### src/sv/lbmt_pkg.sv
// Shared types, codes and helpers for the learning bridge MAC table.
package lbmt_pkg;

    typedef enum logic [1:0] {
        ACT_UNICAST = 2'd0,
        ACT_FLOOD   = 2'd1,
        ACT_ABORT   = 2'd2
    } t_action;

    typedef enum logic [1:0] {
        BS_CLEAR,
        BS_IDLE,
        BS_LEARN,
        BS_LOOK
    } t_bstate;

    localparam int MAC_GROUP_BIT = 40;

    typedef struct packed {
        logic        abort;
        logic [47:0] src_mac;
        logic [47:0] dst_mac;
        logic [7:0]  in_port;
    } t_job;

    typedef struct packed {
        t_action     action;
        logic [7:0]  egress_port;
    } t_result;

    // XOR of the six address bytes
    function automatic logic [7:0] mac_fold(logic [47:0] mac);
        logic [7:0] x;
        x = '0;
        for (int i = 0; i < 6; i++) begin
            x = x ^ mac[8*i +: 8];
        end
        return x;
    endfunction

endpackage

### src/sv/lbmt_front.sv
// Front end: classifies a frame and works out the set index of both addresses.
module lbmt_front #(
    parameter int PORT_COUNT = 256,
    parameter int SETS       = 256,
    parameter int SW         = 8
) (
    input  logic                i_header_ok,
    input  logic [47:0]         i_src_mac,
    input  logic [47:0]         i_dst_mac,
    input  logic [7:0]          i_in_port,
    output lbmt_pkg::t_job      o_job,
    output logic [SW-1:0]       o_src_set,
    output logic [SW-1:0]       o_dst_set
);
    import lbmt_pkg::*;

    // folded byte reduced modulo the set count by restoring subtraction
    function automatic logic [SW-1:0] set_of(logic [47:0] mac);
        logic [31:0] rem;
        rem = 32'(mac_fold(mac));
        if (SETS < 256) begin
            for (int k = 7; k >= 0; k--) begin
                if (rem >= (32'(SETS) << k)) begin
                    rem = rem - (32'(SETS) << k);
                end
            end
        end
        return SW'(rem);
    endfunction

    always_comb begin
        o_job.abort   = !i_header_ok || ({1'b0, i_in_port} >= 9'(PORT_COUNT));
        o_job.src_mac = i_src_mac;
        o_job.dst_mac = i_dst_mac;
        o_job.in_port = i_in_port;
        o_src_set     = set_of(i_src_mac);
        o_dst_set     = set_of(i_dst_mac);
    end

endmodule

### config.mk
export PLATFORM = sky130hd
export DESIGN_NAME = lbmt_front
export DESIGN_NICKNAME = d
export VERILOG_FILES = /design/src/sv/lbmt_pkg.sv /design/src/sv/lbmt_front.sv
export SDC_FILE = /design/constraint.sdc
export NUM_CORES = 1
export LEC_CHECK = 0
export ABC_AREA = 1
export BUFFER_PORTS_ARGS = -buffer_cell sky130_fd_sc_hd__buf_4
export CORE_MARGIN = 2
export CORE_UTILIZATION = 35
export DETAILED_ROUTE_END_ITERATION = 6
export PLACE_DENSITY = 0.79
export SYNTH_ARGS = -nofsm -noshare
export SYNTH_HDL_FRONTEND = slang
export SYNTH_SLANG_ARGS = --single-unit
### constraint.sdc
create_clock -name vclk -period 1.9
set_input_delay 0.57 -clock vclk [all_inputs]
set_output_delay 0.57 -clock vclk [all_outputs]
set_load 0.01 [all_outputs]
* After elaboration in Yosys (flattened, before gate mapping)
Cells that the tools add are included. W data, S select, Z words.
Word-level totals: output and inout port bits 121, latch bits 0, memories 0, input port bits 105, register bits 0, RAM bits 0, bits in read-only memories 0
Cells by class: multiply operators 0, divide/modulo/power cells 0, shift operators 0, add/sub/neg operators 0, magnitude comparators 0, bitwise operators 10, reduce and logical (&&, ||, !) cells 1, muxes and demuxes 0, eq/ne operators 0
Operators with widths (count):
- $xor A8 B8 Y8 | 10
- $logic_not A1 Y1 | 1

* Longest topological paths before layout
Gate-level depths: netlist of the first run.
depth in word-level cells 5, gate-level depth with buffers 6

* Worst setup path before layout of the first run
No wires, ideal clock.
kind input to output, start input i_dst_mac[0], end output o_dst_set[0], arrival 0.943 ns, slack 0.387 ns, buffers on the path 0, data required time 1.330 ns, stages 6, cells stage by stage nand2_1 > inv_1 > nor2_2 > nand2_1 > nand3_1 > nand2_1
Between the ends: word-level cells in the longest chain between the ends 5
Ends and longest elaborated chain:
- start, declared | line lbmt_front.sv:9 | input logic [47:0] i_dst_mac,
- $xor A8 B8 Y8 (5 in a row) | line lbmt_pkg.sv:36 | x = x ^ mac[8*i +: 8];
- end, declared | line lbmt_front.sv:13 | output logic [SW-1:0] o_dst_set
No other way between the ends.

* Worst setup path after layout of the first run
start input i_src_mac[2], end output o_src_set[2]
Between the ends: word-level cells in the longest chain between the ends 5
Ends and longest elaborated chain:
- start, declared | line lbmt_front.sv:8 | input logic [47:0] i_src_mac,
- $xor A8 B8 Y8 (5 in a row) | line lbmt_pkg.sv:36
- end, declared | line lbmt_front.sv:12 | output logic [SW-1:0] o_src_set,
No other way between the ends.

==> results of run 1 <==
## worst max-delay path: stages
cell	delay [ps]
buf_4	130
nand2_2	70
inv_1	50
nor2_2	110
nand2_1	60
nand3_1	60
nand2_1	50
buf_4	140
## power by group through the flow
stage | clock [uW] | combinational, uW | sequential (uW)
after global placement | 0 | 915 | 0
after floorplan | 0 | 573 | 0
final | 0 | 939 | 0
after detailed placement | 0 | 943 | 0
after global routing | 0 | 1040 | 0
after CTS | 0 | 945 | 0
## routing by layer
layer | vias to the layer above | routed length [um] | GRT usage (%) | part of all wire (%)
li1 | 1580 | - | - | -
met1 | 1323 | 2220 | 14.4 | 35
met2 | 108 | 3710 | 31.5 | 58
met3 | 4 | 449 | 0.923 | 7.0
met4 | 0 | 25 | 1.09 | 0.39
met5 | - | 0 | 0 | 0
## path summary, 6_finish.rpt
kind,from,endpoint,depth (start not counted)
setup / recovery,i_src_mac[2],o_src_set[2],8
hold / removal,i_in_port[3],o_job[3],0
## metrics by stage
stage | hold slack, ps | area [um^2] | worst slack [ps] | instances | util, %
5_1_grt | 1140 | 3450 | 0.570 | 707 | 50.0
6_report | 1140 | 3450 | 84.1 | 707 | 50.0
4_1_cts | 1140 | 3440 | 75.0 | 707 | 49.8
2_1_floorplan | 1180 | 2530 | 387 | 505 | -
3_5_place_dp | 1140 | 3440 | 76.6 | 707 | 49.8
3_3_place_gp | 1140 | 3440 | 69.5 | 707 | 49.8
## placed cells by master (no fill, tap or decap)
master / Yosys / routed
nand3_1: 32 / 32
buf_6: 0 / 1
nor2_1: 16 / 16
xor2_1: 16 / 16
xnor2_1: 16 / 16
buf_4: 104 / 209
nor2_2: 16 / 16
nand2_2: 0 / 3
nand2_1: 224 / 221
inv_2: 3 / 3
inv_1: 78 / 78
## logic make-up after synthesis
kind of cell / count (synthesis)
xor gates and xnor gates: 32
and+or+nand+nor: 288
buffers and inverters: 185
## repair_timing
item	CTS	global route
endpoints found under the hold margin	0	0
setup buffers	0	0
resized for setup	0	4
setup endpoints to repair	0	3
## layout make-up
| class | count | area [um^2] | area share [%] |
|---|---|---|---|
| Timing Repair Buffer | 210 | 1580 | 45.8 |
| Multi-Input combinational cell | 320 | 1450 | 42.0 |
| Inverter | 81 | 304 | 8.80 |
| Tap cell | 96 | 120 | 3.48 |
==> results.toml, run 1 <==
[final_layout]
nClkBuffers = 0
n_antenna_cell = 0
area.sequential_um2 = 0
drive_gt1_share_pct = 38.0
n_fill_cell = 722
area_growth_pct = 36.7
sequential_cell_total = 0
final_nets = 718

[worst_hold_path]
hold_class = "input pin to output pin"

[drt]
route.detailed.drc = 0
wl_per_cell_um = 9.05
ant_nets = 0
routed_wl_mm = 6.40
drt-initial-drc-count = 27
via_per_inst = 4.26
vias = 3015
first_pass_iters = 4

[global_route]
globalRouteOverflowTotal = 0
grt_pass1_vias = 2585
track_usage_pct = 14.1
grt_pass1_wl_mm = 9.64
antenna_found_initial = 0
grt_max_degree = 5

[sta]
setup_viol = 0
post-route-min-period_ps = 1820
final_max_slew_viol_count = 0
rsz0062_at_grt = "no"
max_freq_ghz = 0.551
hold_viol = 0
max-slew-margin-rel_pct = 90.5
setup_tns_ps = 0
worstMarginPinSlew_ps = 141
final.period_utilization_pct = 95.6

[pwr]
irDropWorstVdd_uv = 140
p_clk_share_pct = 0
p_per_area_nw_per_um2 = 272
swShare_pct = 48.7
combPwrFrac_pct = 100.0
p_switching_uw = 457
p_int_uw = 482
finalPower_uw = 939
p_leak_uw = 0.00232
pwr-share-seq_pct = 0

[logic_synthesis]
netlist_area_um2 = 2530
synth_area_leader_cell = "nand2_1"
yosysMostFrequentCell = "nand2_1"
ys_types = 9
yosysTopAreaCellShare_pct = 33.3
synth_xor_xnor_area_share_pct = 11.1
synthCells = 505
synth.area.mux_share_pct = 0
synth_fa_ha_area_share_pct = 0
synthTopCellsByCount = "224 x nand2_1, 104 x buf_4, 78 x inv_1"
ys_warn_count = 0
synth_area_per_cell_um2 = 5.00
synth-compound-area-share_pct = 0
synth_nets = 610
synth-seq-area-share_pct = 0
yosys.area_share.simple_pct = 46.0
synth_top_family_by_area = "simple AND/OR/NAND/NOR gates"
synth_area_leaders = "nand2_1 33%, buf_4 31%, inv_1 12%, nand3_1 6.3%, xnor2_1 5.5%"

[floorplan]
dieArea_um2 = 7910
die_y_um = 89.0
initial_utilization_pct = 36.6
rows = 30
core_area_um2 = 6910
pin_count = 226
die_w_um = 89.0

[placement]
hpwl_mm = 5.96
gp_congestion = 0.778
numPortBuffers = 210

[status]
status = "finished, final reports clean"

[worst_setup_path]
cp.arrival_ps = 1250
path_class = "input pin to output pin"
start_kind = "input pin"
crit_required_ps = 1330
crit_path_max_fanout = 4
setup.worst_path.end_class = "output pin"

[flow_run]
drv_cap = 0

[clocking]
cts_hold_buf = 0
(Power assumes the default switching activity.)
==> inputs of run 2 (changes only) <==
--- a/config.mk
+++ b/config.mk
@@ -11,6 +11,7 @@
 export CORE_UTILIZATION = 35
 export DETAILED_ROUTE_END_ITERATION = 6
 export PLACE_DENSITY = 0.79
+export RECOVER_POWER = 50
 export SYNTH_ARGS = -nofsm -noshare
 export SYNTH_HDL_FRONTEND = slang
 export SYNTH_SLANG_ARGS = --single-unit
==> run 2 against run 1 <==
Sequential cell count stayed put. Power fell by 4.7%. Via count hardly changed. Largest power group unchanged.
==> results.toml, run 2 (synthesized netlist as in run 1, its figures left out) <==
[status]
status = "finished, final reports clean"

[global_route]
track_usage_pct = 14.1
grt_max_degree = 5
grt_pass1_vias = 2585
globalRouteOverflowTotal = 0
grt_pass1_wl_mm = 9.64
antenna_found_initial = 0

[worst_setup_path]
cp.arrival_ps = 1250
crit_path_max_fanout = 4
crit_required_ps = 1330
setup.worst_path.end_class = "output pin"
path_class = "input pin to output pin"
start_kind = "input pin"

[floorplan]
pin_count = 226
core_area_um2 = 6910
die_w_um = 89.0
rows = 30
dieArea_um2 = 7910
die_y_um = 89.0
initial_utilization_pct = 36.6

[pwr]
p_switching_uw = 456
p_per_area_nw_per_um2 = 274
p_int_uw = 439
combPwrFrac_pct = 100.0
irDropWorstVdd_uv = 138
p_clk_share_pct = 0
pwr-share-seq_pct = 0
p_leak_uw = 0.00215
swShare_pct = 51.0

[final_layout]
area_growth_pct = 29.4
nClkBuffers = 0
layout_common_cells = "221 x nand2_1, 160 x buf_4, 78 x inv_1"
n_fill_cell = 787
final_nets = 718
n_antenna_cell = 0
area.sequential_um2 = 0
sequential_cell_total = 0
drive_gt1_share_pct = 30.0
layout_commonest_cell = "nand2_1"

[drt]
vias = 3018
wl_per_cell_um = 9.06
route.detailed.drc = 0
first_pass_iters = 4
ant_nets = 0
routed_wl_mm = 6.40
drt-initial-drc-count = 28
via_per_inst = 4.27

[worst_hold_path]
hold_class = "input pin to output pin"

[sta]
post-route-min-period_ps = 1820
rsz0062_at_grt = "no"
setup_tns_ps = 0
max_freq_ghz = 0.551
setup_viol = 0
worstMarginPinSlew_ps = 166
holdWs_ps = 1140
final.period_utilization_pct = 95.5
max-slew-margin-rel_pct = 89.0
hold_viol = 0
final_max_slew_viol_count = 0

[clocking]
cts_hold_buf = 0
cts_setup_buffers = 0
post_cts_resized = 0

[placement]
hpwl_mm = 5.96
numPortBuffers = 210
gp_congestion = 0.778

[flow_run]
drv_cap = 0
run 2: cell types whose count changed in the layout (fill, tap and decap cells not counted):
cell / previous run / this run
buf_4: 209 / 160
clkbuf_1: 0 / 49
run 2: path summary, 6_finish.rpt:
path | to | depth (start not counted) | slack (ps) | from
hold / removal | o_job[3] | 0 | 1140 | i_in_port[3]
setup / recovery | o_dst_set[2] | 8 | 80 | i_dst_mac[2]
run 2: routing by layer:
metal	GRT usage, %	wire length [um]
met3	0.923	423
met5	0	0
met2	31.5	3700
met1	14.4	2250
met4	1.09	25
run 2: area by class of cell:
type	instances	area (um^2)	area share, %
tap	96	120	3.67
inverter	81	304	9.30
multi-input combinational	320	1450	44.3
timing repair buffer	210	1400	42.7
run 2: through the flow:
stage	setup WS, ps	util, %	cell area, um^2	std cells	total power [uW]
final	85.0	47.3	3270	707	895
after global routing	0.570	47.3	3270	707	997
after CTS	75.0	49.8	3440	707	945
after detailed placement	76.6	49.8	3440	707	943
after global placement	69.5	49.8	3440	707	915
after floorplan	387	-	2530	505	573
run 2: critical path: stages:
cell	delay (ps)
buf_4	120
nand2_1	80
inv_1	50
nor2_2	90
nand2_1	60
nand3_1	70
nand2_1	60
buf_4	140
run 2: power groups by stage:
| stage | clock, uW | sequential (uW) | combinational [uW] |
|---|---|---|---|
| floorplan | 0 | 0 | 573 |
| global placement | 0 | 0 | 915 |
| detailed placement | 0 | 0 | 943 |
| CTS | 0 | 0 | 945 |
| global route | 0 | 0 | 997 |
| finish | 0 | 0 | 895 |
