[src/sv/lbmt_fifo.sv]
// Two-entry queue used between the front and the engine and on the result side.
module lbmt_fifo #(
    parameter int WIDTH = 8
) (
    input  logic             i_clk,
    input  logic             i_rst_n,
    input  logic             i_push,
    input  logic [WIDTH-1:0] i_data,
    output logic             o_full,
    input  logic             i_pop,
    output logic             o_empty,
    output logic [WIDTH-1:0] o_data
);

    logic [WIDTH-1:0] r_mem [2];
    logic             r_wp;
    logic             r_rp;
    logic [1:0]       r_cnt;
    logic [1:0]       n_cnt;
    logic             do_push;
    logic             do_pop;

    assign o_full  = (r_cnt == 2'd2);
    assign o_empty = (r_cnt == 2'd0);
    assign o_data  = r_mem[r_rp];
    assign do_push = i_push && !o_full;
    assign do_pop  = i_pop && !o_empty;

    always_comb begin
        n_cnt = r_cnt;
        if (do_push && !do_pop) begin
            n_cnt = r_cnt + 2'd1;
        end else if (do_pop && !do_push) begin
            n_cnt = r_cnt - 2'd1;
        end
    end

    always_ff @(posedge i_clk) begin
        if (!i_rst_n) begin
            r_wp  <= 1'b0;
            r_rp  <= 1'b0;
            r_cnt <= 2'd0;
        end else begin
            r_cnt <= n_cnt;
            if (do_push) begin
                r_wp <= ~r_wp;
            end
            if (do_pop) begin
                r_rp <= ~r_rp;
            end
        end
    end

    always_ff @(posedge i_clk) begin
        if (do_push) begin
            r_mem[r_wp] <= i_data;
        end
    end

endmodule

[config.mk]
export PLATFORM = sky130hd
export DESIGN_NAME = lbmt_fifo
export DESIGN_NICKNAME = d
export VERILOG_FILES = /design/src/sv/lbmt_fifo.sv
export SDC_FILE = /design/constraint.sdc
export NUM_CORES = 1
export LEC_CHECK = 0
export BUFFER_PORTS_ARGS = -buffer_cell sky130_fd_sc_hd__buf_2
export CORE_MARGIN = 2
export CORE_UTILIZATION = 50
export CTS_BUF_LIST = sky130_fd_sc_hd__clkbuf_4 sky130_fd_sc_hd__clkbuf_8
export DETAILED_ROUTE_END_ITERATION = 6
export GPL_ROUTABILITY_DRIVEN = 1
export PLACE_DENSITY = 0.81
export SYNTH_ARGS = -nofsm -noshare
export SYNTH_HDL_FRONTEND = slang
export SYNTH_SLANG_ARGS = --single-unit
[constraint.sdc]
create_clock -name i_clk -period 2.7 [get_ports i_clk]
set_input_delay 0.135 -clock i_clk [delete_from_list [all_inputs] [get_ports i_clk]]
set_output_delay 0.135 -clock i_clk [all_outputs]
set_load 0.02 [all_outputs]
Word level (Yosys, flattened, before mapping) --
Memories as Yosys holds them, arrays and structs flattened. A register that Yosys moved wholly into a read port is not among the register bits. Index checks and enable logic that the tools add are counted.
Word-level totals: bits in registers 4, bits in latches 0, memory bits (writable) 16, memory bits (read-only) 0, input bits 12, output and inout bits 10, word-level logic and storage cells 25, memories kept 1
Memories:
- r_mem | words 2, width 8, read ports 1, clocked after memory_dff 1, write ports 1, RTL line 15 | logic [WIDTH-1:0] r_mem [2];
Cells by class: add/subtract/negate cells 2, multiply operators 0, div/mod/pow operators 0, magnitude comparators 0, eq/ne operators 1, shift-type cells 0, mux-type cells 6, bitwise operators 2, reductions and logical operators 10
Operators by type and width (number):
- $logic_and A1 B1 Y1 | 4
- $logic_not A1 Y1 | 4
- $mux W1 | 4
- $mux W2 | 2
- $add A2 B1 Y2 const B | 1
- $eq A2 B2 Y1 const B | 1
- $logic_not A2 Y1 | 1
- $not A1 Y1 | 2
- $reduce_bool A2 Y1 | 1
- $sub A2 B1 Y2 const B | 1

Longest topological paths before layout --
Gate-level depths: netlist of run 1.
depth after elaboration 7, gate-level depth with buffers 7, depth with buffers taken out 7

Least setup slack after synthesis of run 1 --
No wires, ideal clock.
kind register to register, start register r_cnt[0], end register r_cnt[1], setup time 0.070 ns, arrival time 1.548 ns, data required time 2.630 ns, slack 1.082 ns, stages on the path, launching flop included 7, buffers on the path 0, clock period less this slack 1.618 ns, path through dfxtp_1 -> nand2b_1 -> inv_1 -> nor2_1 -> ha_1 -> or3_1 -> a21oi_1
On the way: longest elaborated chain between the ends 6, elaborated cells between the ends (all ways) 15, those cells by class add/sub (2); eq/ne (1); mux (2); reduce/logical (10)
RTL lines:
- start: declaration | RTL line 18 | logic [1:0] r_cnt;
- start signal: assignment | RTL line 44 | r_cnt <= n_cnt;
- $eq A2 B2 Y1 (*) | RTL line 23 | assign o_full = (r_cnt == 2'd2);
- via o_full | RTL line 9 | output logic o_full,
- $logic_not A1 Y1 (*) | RTL line 26 | assign do_push = i_push && !o_full;
- $logic_and A1 B1 Y1 (*) | RTL line 26
- via do_push | RTL line 20 | logic do_push;
- $logic_not A1 Y1 | RTL line 33 | end else if (do_pop && !do_push) begin
- $logic_and A1 B1 Y1 | RTL line 33
- $reduce_bool A2 Y1 (no line)
Mark *: on every way through the listed nets, which the timed path passes. The rest lies on a longest branch. The select of a mux whose other input is x is not followed. A chain may end at the register's enable or synchronous reset.

Final worst setup path of run 1 --
start register r_cnt[0], end register r_cnt[1]
On the way: longest elaborated chain between the ends 6, elaborated cells between the ends (all ways) 15, those cells by class add/sub (2); eq/ne (1); mux (2); reduce/logical (10)
RTL lines (RTL line):
- $eq A2 B2 Y1 (*) | 23
- $logic_not A1 Y1 (*) | 26
- $logic_and A1 B1 Y1 (*) | 26
- via do_push | 20
- $logic_not A1 Y1 | 33
- $logic_and A1 B1 Y1 | 33
- $reduce_bool A2 Y1 (no line)
Marks and branches as above.

==> results of run 1 <==
-- cell type report --
type                       instances  area (sq um)
inverter                           3          11.3
timing repair buffer              21           105
fill                             117           553
multi-input combinational         26           206
tap                               16          20.0
clock buffer                       4          30.0
sequential                        21           581
-- layout by cell type (no fill, tap or decap), drive strengths merged --
master and n:
nor2 5, and3 1, edfxtp 16, a21oi 1
or3 1, clkbuf 4, nor3 1, a21boi 1
o21ai 2, buf 21, dfxtp 5, inv 3
mux2 8, xor2 3, ha 1, o21a 1
nand2b 1
-- kinds of logic after synthesis --
kind of cell | synth area share
flops | 0.723
simple gates | 0.0592
mux | 0.112
compound gates | 0.0374
buf+inv | 0.0202
xor+xnor | 0.0327
fa+ha+maj | 0.0156
-- layer usage --
layer,track usage,share of wire,vias to the layer above
li1,-,-,235
met1,0.144,0.36,223
met2,0.262,0.54,14
met3,0.0612,0.074,4
met4,0.109,0.025,0
met5,0,0,-
-- state kept, by name, indices dropped and copies added (netlist names), named ones only --
name	flops
r_cnt	2
r_mem	16
r_rp	1
r_wp	1
-- power groups by stage --
stage | registers (mW) | clock network, mW | logic [mW]
final | 0.456 | 0.152 | 0.301
after global routing | 0.463 | 0.168 | 0.330
after CTS | 0.457 | 0.158 | 0.308
after detailed placement | 0.464 | 0 | 0.306
after global placement | 0.459 | 0 | 0.292
after floorplan | 0.440 | 0 | 0.237
-- final timing paths --
check / startpoint / endpoint / slack [ns] / cells past startpoint
setup / recovery: r_cnt[0] / r_cnt[1] / 1.08 / 6
hold / removal: i_data[0] / r_mem[1][0] / 0.02 / 1
setup reg to reg: r_cnt[0] / r_cnt[1] / 1.08 / 6
hold reg to reg: r_rp / flip-flop / 0.53 / 2
-- through the flow --
stage	utilization	instances	cell area [sq um]	worst slack, ns	hold slack, ns
after floorplan	-	51	803	1.08	0.234
after global placement	0.613	87	923	1.17	0.323
after detailed placement	0.613	87	923	1.09	0.329
after CTS	0.633	91	953	1.07	0.0112
after global routing	0.633	91	953	0.954	0.00848
final	0.633	91	953	1.08	0.0245
-- cell usage after synthesis --
cell / number / area (sq um)
or3_1: 1 / 6.26
edfxtp_1: 16 / 480
buf_2: 1 / 5.00
xor2_1: 3 / 26.3
o21ai_0: 2 / 10.0
o21a_1: 1 / 7.51
a21boi_0: 1 / 7.51
nand2b_1: 1 / 6.26
dfxtp_1: 5 / 100
nor2_1: 5 / 18.8
nor3_2: 1 / 10.0
and3_1: 1 / 6.26
ha_1: 1 / 12.5
inv_1: 3 / 11.3
mux2_2: 8 / 90.1
a21oi_1: 1 / 5.00
==> summary.txt, run 1 <==
Outcome
  • Run status: complete, no violations

Timing
  • Worst clock skew: 0.00280 ns
  • Final worst-path cycle share: 0.599
  • Max-slew violation count: 0
  • Fmax achieved: ~0.6 GHz
  • Setup_tns: 0 ns
  • Max_slew headroom: 0.523
  • Fin crit period: 1.62 ns
  • Final setup viols: 0
  • Worst-Margin Slew: 0.712 ns
  • Unrepaired setup endpoints after global routing: no
  • Fin. Hold Viols: 0

Critical path
  • Crit path buf inv count: 1
  • Crit path max-delay family: simple AND/OR/NAND/NOR gates
  • Data arrival, critical path: 1.85 ns
  • Worst path slowest cell: or3_1
  • CP max FO: 5
  • CP Cell Sequence: nand2b_1 > inv_1 > nor2_1 > ha_1 > or3_1 > a21oi_1
  • Critical path's largest stage delay: 0.38 ns
  • Data required, critical path: 2.93 ns
  • CP Class: flip-flop to flip-flop
  • Crit path launch type: flip-flop
  • Crit end category: flip-flop

Clocking
  • Clk Latency, worst-skew pair: 0.29 ns
  • Post-CTS Resized: 0
  • H-tree lvl count: 1
  • Clock Tree Buf Depth: 2
  • Reg clk slew, reported paths: roughly 0.10 ns
  • Post-CTS setup buffer count: 0
  • Clock Sinks: 21
  • CTS tree: yes
  • Hold_buf cts: 0
  • Clk root buf: clkbuf_4
  • Num CTS Buffers: 3

Flow run
  • Max_cap viols: 0

Placed design
  • # port buffers: 21
  • Placer Congestion: 0.681
  • HPWL Detailed: 985 um

Drt
  • DRC viols: 0
  • Drt wl/cell: 14.1 um
  • Pre-antenna DRT Iters: 2
  • DR vias: approximately 480
  • Total wire length: 1.28 mm
  • Vias per std cell: approximately 5.2
  • Post-route ant nets: 0
  • Detailed Route Iter0 Violations: 3

Yosys
  • Synth warn: 0
  • Yosys cell types: 16
  • Syn_nets: 64
  • Post-synthesis sequential area ratio: 0.723
  • Synth Area per Inst: 15.8 sq um
  • Cell area after synthesis: 803 sq um
  • Syn Inst Count: 51
  • Register bit total from synthesis: 21

Layout
  • Fraction of layout cells with a size suffix above 1: 0.453
  • Total Nets Final: 89
  • N_diodes: 0
  • Area delta synth->final: 18.7%

Floorplan
  • Initial Utilization: 0.533
  • Die X: 44.1 um
  • Core area: ~0.0015 sq mm
  • Die ar.: 0.00194 sq mm
  • Row count: 14
  • DIE HEIGHT: 44.1 um
  • Ports: 22

Power
  • Power Internal: between 600 and 700 uW
  • Max IR drop VDD: roughly 0.00056 V
  • Seq pwr share: 0.502
  • Clock power frac: 0.167
  • Tot Pwr: 909 uW
  • Combinational Power Share: 0.332
  • Psw: ~300 uW
  • P_leak: 0.392 nW
  • Pwr dens: 953 mW/mm^2
  • Sw Share: 0.331

Global routing
  • Pin count of the biggest net entering global routing: 12
  • Global-route wire length before repair: between 1.5 and 2 mm
  • Number of global-route vias before repair: a little under 500
  • Grt ovf: 0
  • Initial antenna violation count: 0
  • Total track usage: 0.152

Hold path
  • Worst Hold Class: input pin to flip-flop
Power figures use the tool's default switching activity.
==> run 2, diff against run 1 <==
==> constraint.sdc (replaced) <==
create_clock -name i_clk -period 1.54 [get_ports i_clk]
set_input_delay 0.077 -clock i_clk [delete_from_list [all_inputs] [get_ports i_clk]]
set_output_delay 0.077 -clock i_clk [all_outputs]
set_load 0.02 [all_outputs]
==> run 2 against run 1 <==
Against the previous run: clock power up 71%; register-to-register slack worse by 1.0 ns; die area unchanged; sequential share of layout area down 7.0 points; clock skew down 0.00077 ns; count of clock-buffer cells in the layout down 1; hold slack better by 0.11 ns; critical path type is now flip-flop to output pin; largest power group unchanged.
==> summary.txt, run 2 (synthesized netlist as in run 1, its figures left out) <==
Outcome
  • Run status: complete, no violations

Layout
  • Most frequent cells in the layout: 21 x buf_2, 16 x edfxtp_1, 9 x dlygate4sd3_1
  • Reg with most FFs: r_mem
  • Number of flip-flops under the largest register name: 16 (unchanged)
  • Finished Layout Cells: 104 (+14%)
  • Total Nets Final: 102 (+15%)
  • Fillers: 108 (-7.7%)
  • Largest regs: r_mem x16, r_cnt x2
  • Fraction of layout cells with a size suffix above 1: 0.477 (+0.0239)
  • Area delta synth->final: 34.6%
  • N_diodes: 0 (unchanged)
  • Commonest non-fill, non-tap cell in the layout: buf_2

Drt
  • Max layer used: met4
  • Met2 routed WL: 724 um (+5.7%)
  • Metal3 WL: 57 um (-40%)
  • Detailed Route Iter0 Violations: 4 (+1)
  • Drt wl/cell: 13.2 um (-6.5%)
  • Total wire length: 1.37 mm (+6.9%)
  • DRC viols: 0 (unchanged)
  • Post-route ant nets: 0 (unchanged)
  • Pre-antenna DRT Iters: 2 (unchanged)
  • Met1 WL: 548 um (+18%)
  • DR vias: 521 (+9.5%)
  • Vias per std cell: 5.01 (-4.2%)

Power
  • Seq pwr share: 0.474 (-0.028)
  • Pwr dens: 1570 mW/mm^2 (+65%)
  • Psw: 570 uW (+89%)
  • Power Internal: 1.13 mW (+85%)
  • Combinational Power Share: 0.373 (+0.041)
  • Sw Share: 0.336 (+0.00484)
  • P_leak: 0.450 nW (+15%)
  • Max IR drop VDD: 0.000996 V (+78%)
  • Clock power frac: 0.153 (-0.014)

Clocking
  • Num CTS Buffers: 3 (unchanged)
  • Clock Sinks: 21 (unchanged)
  • Reg clk slew, reported paths: 0.11 ns (about the same)
  • Clk Latency, worst-skew pair: 0.30 ns (about the same)
  • H-tree lvl count: 1 (unchanged)
  • CTS tree: yes
  • Clock Tree Buf Depth: 2 (unchanged)
  • Clk root buf: clkbuf_4

Critical path
  • Data required, critical path: 1.46 ns (-1.47 ns)
  • CP max FO: 8 (+3)
  • Crit path launch type: flip-flop
  • Data arrival, critical path: 1.40 ns (-0.45 ns)
  • Crit end category: output pin
  • RR Startpoint: r_cnt[0]
  • CP Class: flip-flop to output pin

Floorplan
  • Die ar.: 0.00194 sq mm (unchanged)
  • Initial Utilization: 0.533 (unchanged)
  • Die X: 44.1 um (unchanged)
  • Ports: 22 (unchanged)
  • DIE HEIGHT: 44.1 um (unchanged)
  • Core area: 0.00151 sq mm (unchanged)
  • Row count: 14 (unchanged)

Timing
  • Max_slew headroom: 0.761 (+0.238)
  • Setup_tns: 0 ns (unchanged)
  • Final worst-path cycle share: 0.956
  • Worst clock skew: 0.00204 ns (-0.000767 ns)
  • Fmax achieved: 0.679 GHz
  • Unrepaired setup endpoints after global routing: no
  • Fin. Hold Viols: 0 (unchanged)
  • Final setup viols: 0 (unchanged)
  • Fin crit period: 1.47 ns
  • Worst-Margin Slew: 0.358 ns (-0.354 ns)
  • Max-slew violation count: 0 (unchanged)

Placed design
  • # port buffers: 21 (unchanged)
  • HPWL Detailed: 915 um (-7.1%)
  • Placed insts: 90 (+3.4%)
  • Placer Congestion: 0.779 (+14%)

Global routing
  • Total track usage: 0.161 (+0.00901)
  • Pin count of the biggest net entering global routing: 13 (+1)
  • Initial antenna violation count: 0 (unchanged)
  • Grt ovf: 0 (unchanged)
  • Global-route wire length before repair: 2.07 mm (+7.9%)
  • Number of global-route vias before repair: 517 (+6.8%)

Hold path
  • Hold path startpoint: i_push
  • Worst Hold Class: input pin to flip-flop

Flow run
  • Max_cap viols: 0 (unchanged)
==> run 2: changes by cell type in the layout (fill, tap and decap cells not counted), sizes merged <==
| cell | before | now |
|---|---|---|
| buf | 21 | 25 |
| dlygate4sd3 | 0 | 9 |
| clkbuf | 4 | 3 |
| clkinv | 0 | 1 |
==> run 2: power groups by stage <==
stage | sequential [mW] | clock [mW] | combinational (mW)
finish | 0.803 | 0.260 | 0.632
global route | 0.815 | 0.285 | 0.681
CTS | 0.804 | 0.268 | 0.615
detailed placement | 0.814 | 0 | 0.593
global placement | 0.802 | 0 | 0.575
floorplan | 0.778 | 0 | 0.429
==> run 2: final timing paths <==
kind	endpoint	slack, ns	depth (start not counted)
worst max-delay path	o_data[6]	0.07	2
worst min-delay path	r_wp	0.13	3
worst max register to register	r_cnt[1]	0.07	6
worst min register to register	r_cnt[1]	0.53	2
==> run 2: worst max-delay path, cell delays in order, from the launching register on <==
cell	delay, ns
dfxtp_1	0.55
mux2_2	0.39
buf_2	0.16
==> run 2: stage by stage <==
step	cell area (sq um)	power (mW)	hold WS, ns	setup WS (ns)	util
5_1_grt	1080	1.78	0.142	0.00827	0.718
3_5_place_dp	953	1.41	0.268	0.00251	0.633
3_3_place_gp	953	1.38	0.265	0.0997	0.633
6_report	1080	1.70	0.133	0.0672	0.718
2_1_floorplan	811	1.21	0.176	0.0236	-
4_1_cts	1070	1.69	0.128	0.0118	0.712
==> run 2: final cells by class <==
type,instances,area [sq um],share of cell area
timing repair buffer,34,225,0.208
clock buffer,3,22.5,0.0208
sequential,21,583,0.539
tap,16,20.0,0.0185
multi-input combinational,26,214,0.198
clock inverter,1,5.00,0.00463
inverter,3,11.3,0.0104
==> run 2: what timing repair did <==
item,CTS,global route
endpoints found under the hold margin,17,0
buffers inserted,0,1
setup endpoints to repair,1,1
gates resized for setup,1,1
hold buffers,9,0
pin swaps,0,2
==> run 2: per-layer routing <==
| layer | vias up | global-route usage |
|---|---|---|
| met5 | - | 0 |
| met4 | 0 | 0.127 |
| met3 | 4 | 0.0245 |
| met2 | 14 | 0.300 |
| met1 | 246 | 0.153 |
| li1 | 257 | - |
